**src/design/nwrl_pkg.sv**
```systemverilog
`default_nettype none

package nwrl_pkg;

  localparam int unsigned ADDR_W    = 32;
  localparam int unsigned PORT_W    = 16;
  localparam int unsigned STATUS_W  = 3;
  localparam int unsigned RANK_W    = 3;
  localparam int unsigned S_TDATA_W = 104;
  localparam int unsigned M_TDATA_W = 48;

  typedef enum logic {
    OP_INSERT = 1'b0,
    OP_LOOKUP = 1'b1
  } op_e;

  typedef enum logic [STATUS_W-1:0] {
    ST_TRANSLATED = 3'd0,
    ST_NO_MATCH   = 3'd1,
    ST_STORED     = 3'd2,
    ST_DUPLICATE  = 3'd3,
    ST_FULL       = 3'd4
  } status_e;

  // Match rank: exact/exact, exact/any, any/exact, any/any; NONE is worse than all
  localparam logic [RANK_W-1:0] RANK_NONE = 3'd4;

  // Word travelling down the cell row
  typedef struct packed {
    logic                valid;
    op_e                 op;
    logic [ADDR_W-1:0]   addr;
    logic                addr_any;
    logic [PORT_W-1:0]   port;
    logic                port_any;
    logic [ADDR_W-1:0]   new_addr;
    logic [PORT_W-1:0]   new_port;
    logic                dup;
    logic                stored;
    logic [RANK_W-1:0]   rank;
    logic [ADDR_W-1:0]   hit_addr;
    logic [PORT_W-1:0]   hit_port;
  } tok_t;

endpackage

`default_nettype wire

```
**src/design/nwrl_cell.sv**
```systemverilog
`default_nettype none

module nwrl_cell (
  input  wire              clk_i,
  input  wire              rst_ni,
  input  wire              en_i,
  input  nwrl_pkg::tok_t   tok_i,
  output nwrl_pkg::tok_t   tok_o
);

  logic                          used_q;
  logic [nwrl_pkg::ADDR_W-1:0]   rule_addr_q;
  logic                          rule_addr_any_q;
  logic [nwrl_pkg::PORT_W-1:0]   rule_port_q;
  logic                          rule_port_any_q;
  logic [nwrl_pkg::ADDR_W-1:0]   tgt_addr_q;
  logic [nwrl_pkg::PORT_W-1:0]   tgt_port_q;
  nwrl_pkg::tok_t                tok_q;
  nwrl_pkg::tok_t                tok_d;

  logic                          key_hit;
  logic                          addr_ok;
  logic                          port_ok;
  logic                          look_hit;
  logic [nwrl_pkg::RANK_W-1:0]   rank;
  logic                          store;

  always_comb begin
    key_hit  = used_q
               && (rule_addr_q == tok_i.addr) && (rule_addr_any_q == tok_i.addr_any)
               && (rule_port_q == tok_i.port) && (rule_port_any_q == tok_i.port_any);
    addr_ok  = rule_addr_any_q || (rule_addr_q == tok_i.addr);
    port_ok  = rule_port_any_q || (rule_port_q == tok_i.port);
    look_hit = used_q && addr_ok && port_ok;
    rank     = {1'b0, rule_addr_any_q, rule_port_any_q};
    // Cells fill in order, so the first free cell has seen every stored key
    store    = tok_i.valid && (tok_i.op == nwrl_pkg::OP_INSERT)
               && !used_q && !tok_i.dup && !tok_i.stored;

    tok_d = tok_i;
    if (tok_i.valid) begin
      unique case (tok_i.op)
        nwrl_pkg::OP_INSERT: begin
          if (key_hit) begin
            tok_d.dup = 1'b1;
          end
          if (store) begin
            tok_d.stored = 1'b1;
          end
        end
        nwrl_pkg::OP_LOOKUP: begin
          // keep the best rank seen so far
          if (look_hit && (rank < tok_i.rank)) begin
            tok_d.rank     = rank;
            tok_d.hit_addr = tgt_addr_q;
            tok_d.hit_port = tgt_port_q;
          end
        end
        default: begin
          tok_d = tok_i;
        end
      endcase
    end
  end

  always_ff @(posedge clk_i or negedge rst_ni) begin
    if (!rst_ni) begin
      used_q <= 1'b0;
      tok_q  <= '0;
    end else if (en_i) begin
      tok_q <= tok_d;
      if (store) begin
        used_q <= 1'b1;
      end
    end
  end

  always_ff @(posedge clk_i) begin
    if (en_i && store) begin
      rule_addr_q     <= tok_i.addr;
      rule_addr_any_q <= tok_i.addr_any;
      rule_port_q     <= tok_i.port;
      rule_port_any_q <= tok_i.port_any;
      tgt_addr_q      <= tok_i.new_addr;
      tgt_port_q      <= tok_i.new_port;
    end
  end

  assign tok_o = tok_q;

endmodule

`default_nettype wire

```
**config.mk**
```make
export PLATFORM = sky130hd
export DESIGN_NAME = nwrl_cell
export DESIGN_NICKNAME = d
export VERILOG_FILES = /design/src/design/nwrl_pkg.sv /design/src/design/nwrl_cell.sv
export SDC_FILE = /design/constraint.sdc
export NUM_CORES = 1
export LEC_CHECK = 0
export BUFFER_PORTS_ARGS = -buffer_cell sky130_fd_sc_hd__buf_2
export CAP_MARGIN = 20
export CORE_ASPECT_RATIO = 2
export CORE_MARGIN = 3
export CORE_UTILIZATION = 51
export DETAILED_ROUTE_END_ITERATION = 6
export GPL_TIMING_DRIVEN = 0
export PLACE_DENSITY_LB_ADDON = 0.1
export SLEW_MARGIN = 0
export SYNTH_ARGS = -nofsm -noshare
export SYNTH_HDL_FRONTEND = slang
export SYNTH_SLANG_ARGS = --single-unit
```
**constraint.sdc**
```tcl
create_clock -name clk_i -period 12 [get_ports clk_i]
set_input_delay 0 -clock clk_i [delete_from_list [all_inputs] [get_ports clk_i]]
set_output_delay 0 -clock clk_i [all_outputs]
set_load 0.1 [all_outputs]
```
==> results.md <==
* Status: completed
* Max_cap viols at 0
* Critical-path top delay cell: nor4_1
* Worst Path Required at around 12 ns
* Vias in the first global route at approximately 8200
* Post-DRT Antenna Nets at 0
* FF-to-FF Start: rule_addr_q[21]
* TritonCTS clock tree: done
* Capturing point of the worst reg2reg path: tok_o[24]
* Crit path launch type: flip-flop
* Area grow syn2layout at 43.8%
* Most numerous cell in the Yosys netlist: dfrtp_1
* I/O pin total at 309
* Post-synthesis sequential area ratio at just under 70%
* Clock H-tree levels at 1
* Area share of the largest cell type after synthesis at about two fifths
* Gp weighted congestion at 0.829
* Syn_nets at about 840
* Synthesized cell area at just under 10000 um^2
* Main flop type after synthesis: dfrtp_1
* Num CTS Buffers at 23
* Period utilisation layout at a little over a fifth
* Post-DP HPWL at ~20000 um
* Global route overflow at 0
* Distinct cells, synth at 31
* Cells along the critical path: xor2_1, nor4_1, nand4_1, o21bai_2, clkbuf_1, a31oi_1, a21oi_1
* Worst-path fanout max at 10
* Final slew viol count at 0
* Asr flop ratio synth at roughly three fifths
* Nets at between 1000 and 1500
* DRC marker count from the first detailed-route iteration at roughly 320
* DRC errors left at 0
* Flops & latches, synth at between 200 and 300
* Post-Synthesis Cells at just under 700
* DRT Pass-1 Iters at 4
* Worst rel slew slack at 41.0%
* CP peak stage delay at approximately 0.55 ns
* Die area at roughly 21000 um^2
* Gr usage total at approximately a quarter
* First-pass GRT wire length at 44300 um
* Routed WL at between 20000 and 30000 um
* Syn_area_per_cell at ~14 um^2
* Core area at ~19000 um^2
* Horiz. Die Dim at about 100 um
* Crit. End Element: flip-flop
* Final setup viols at 0
* Register-to-register setup slack at 9.41 ns
* Vert. Die Dim at roughly 200 um
* RSZ-0062 raised after global routing: false
* Initial antenna violation count at 2
* Static Leakage at ~6.0 nW
* Minimum clock period at around 2.6 ns
* Final core utilization at between 70% and 80%
* Max VDD drop at between 0.15 and 0.2 mV
* Total number of vias at ~7600
* Worst min path class: primary input to asynchronous set/reset pin
* Clock edge transition at the registers on the reported setup and hold paths at 0.07 ns
* Worst path depth at 7
* F_max at between 0.3 and 0.4 GHz
* Hold Vio Cnt, Final at 0
* Worst skew pair latency at slightly above 0.5 ns
* Register-to-Register Path Depth at 7
* Power per Cell Area at approximately 160 nW/um^2
* EDFF count, synth at 98
* Yosys warning count at 0
* Final Worst Setup Slack at between 9 and 10 ns
* Pre-CTS WS at between 9 and 10 ns
* Sink Count at between 200 and 300
* Post-CTS setup buffers at 0
* Setup Crit Path Kind: flip-flop to flip-flop
* Clk buf depth at 3
* Largest area contributor in the netlist: dfrtp_1
* Arrival @ worst endpoint at about 3.0 ns
* Avg Vias per Cell at around 5.2
* Buffers on Ports at just over 300
* Final hold slack at between 0.03 and 0.04 ns
* Root Driver: clkbuf_16
* Worst path top cell family by delay: simple AND/OR/NAND/NOR gates
* Critical path origin: rule_addr_q[21]
* Final Skew at 0.0255 ns
* Largest net degree at the start of global routing at 112
* Synth area leaders: dfrtp_1 (39%), edfxtp_1 (30%), mux2_2 (11%)
* Buf+Inv Stages, Crit Path at 1
* Top cells by count, synth: dfrtp_1 (154), mux2_2 (100), edfxtp_1 (98), nor2_1 (54)
* Drt wl/cell at 19.6 um
* Initial Util at 52.2%
* Number of core rows at 71
* Layout cells sized above 1 at 38.8%
* Worst-Margin Slew at ~0.88 ns
## sequential cells by signal (all words and copies together) (netlist names)
| name | flops |
|---|---|
| rule_addr_any_q | 1 |
| rule_addr_q | 32 |
| rule_port_any_q | 1 |
| rule_port_q | 16 |
| tgt_addr_q | 32 |
| tgt_port_q | 16 |
| tok_o | 153 |
| used_q | 1 |
## cell type report
class / instances / area (um^2)
Inverter: 3 / 11.3
Tap cell: 255 / 319
Fill cell: 1290 / 4700
Clock buffer: 35 / 692
Buffer: 44 / 206
Multi-Input combinational cell: 388 / 2820
Sequential cell: 252 / 6800
Clock inverter: 6 / 46.3
Timing Repair Buffer: 472 / 3240
Antenna cell: 2 / 5.00
## worst max-delay path by stage
| stage | end | slack, ns |
|---|---|---|
| floorplan | used_q | 3.27 |
| global placement | used_q | -0.55 |
| detailed placement | tok_o[26] | 9.37 |
| CTS | tok_o[26] | 9.36 |
| global route | tok_o[31] | 9.25 |
| finish | tok_o[24] | 9.41 |
## metal layers
metal	GRT usage [%]	up-vias	wire length, um
met5	0	-	0
met4	11.7	0	1200
met3	4.06	70	1400
met2	50.1	304	15700
met1	29.6	3746	10200
li1	-	3508	-
## what timing repair did
item	in CTS	in global routing
hold buffers	155	0
gates resized for setup	0	0
endpoints found under the hold margin	410	0
## logic make-up after synthesis
logic type,count (synthesis),share of synthesized area (%)
flip-flops,252,69.2
buffers and inverters,47,2.22
AO/OA/AOI/OAI,147,8.38
adder cells (fa/ha/maj),1,0.127
AND/OR/NAND/NOR,90,4.20
XOR/XNOR,50,4.46
multiplexers,100,11.5
## power by group
| group | total [W] | switching, W | internal (W) |
|---|---|---|---|
| logic | 0.000630 | 0.000492 | 0.000138 |
| clock network | 0.000714 | 0.000313 | 0.000400 |
| registers | 0.000978 | 0.0000276 | 0.000950 |
## worst register-to-register path, stage by stage, from the launching register on
cell	delay, ns
edfxtp_1	0.38
xor2_1	0.15
nor4_1	0.55
nand4_1	0.31
o21bai_2	0.31
clkbuf_1	0.45
a31oi_1	0.16
a21oi_1	0.20
## stage by stage
| step | total power, W | cells | TNS (ns) | instance area (um^2) |
|---|---|---|---|---|
| finish | 0.00232 | 1457 | 0 | 14100 |
| detailed placement | 0.00158 | 1259 | 0 | 11800 |
| floorplan | 0.00145 | 687 | 0 | 9830 |
| global route | 0.00239 | 1457 | 0 | 14100 |
| global placement | 0.00157 | 1249 | -31.12 | 11700 |
| CTS | 0.00234 | 1455 | 0 | 14100 |
## cells in the final DEF, fill, tap and decap left out, types with 4 or more instances in the layout
cell type / n
buf_2: 309
dlygate4sd3_1: 154
dfrtp_1: 154
mux2_2: 100
edfxtp_1: 98
nor2_1: 54
o21ai_0: 50
a31oi_1: 50
xor2_1: 49
a21oi_1: 41
clkbuf_1: 40
clkbuf_16: 24
nor4_1: 13
nand3_1: 12
buf_6: 8
clkbuf_8: 5
buf_4: 4
buf_8: 4
No activity file was read; power rests on OpenSTA's default activity.
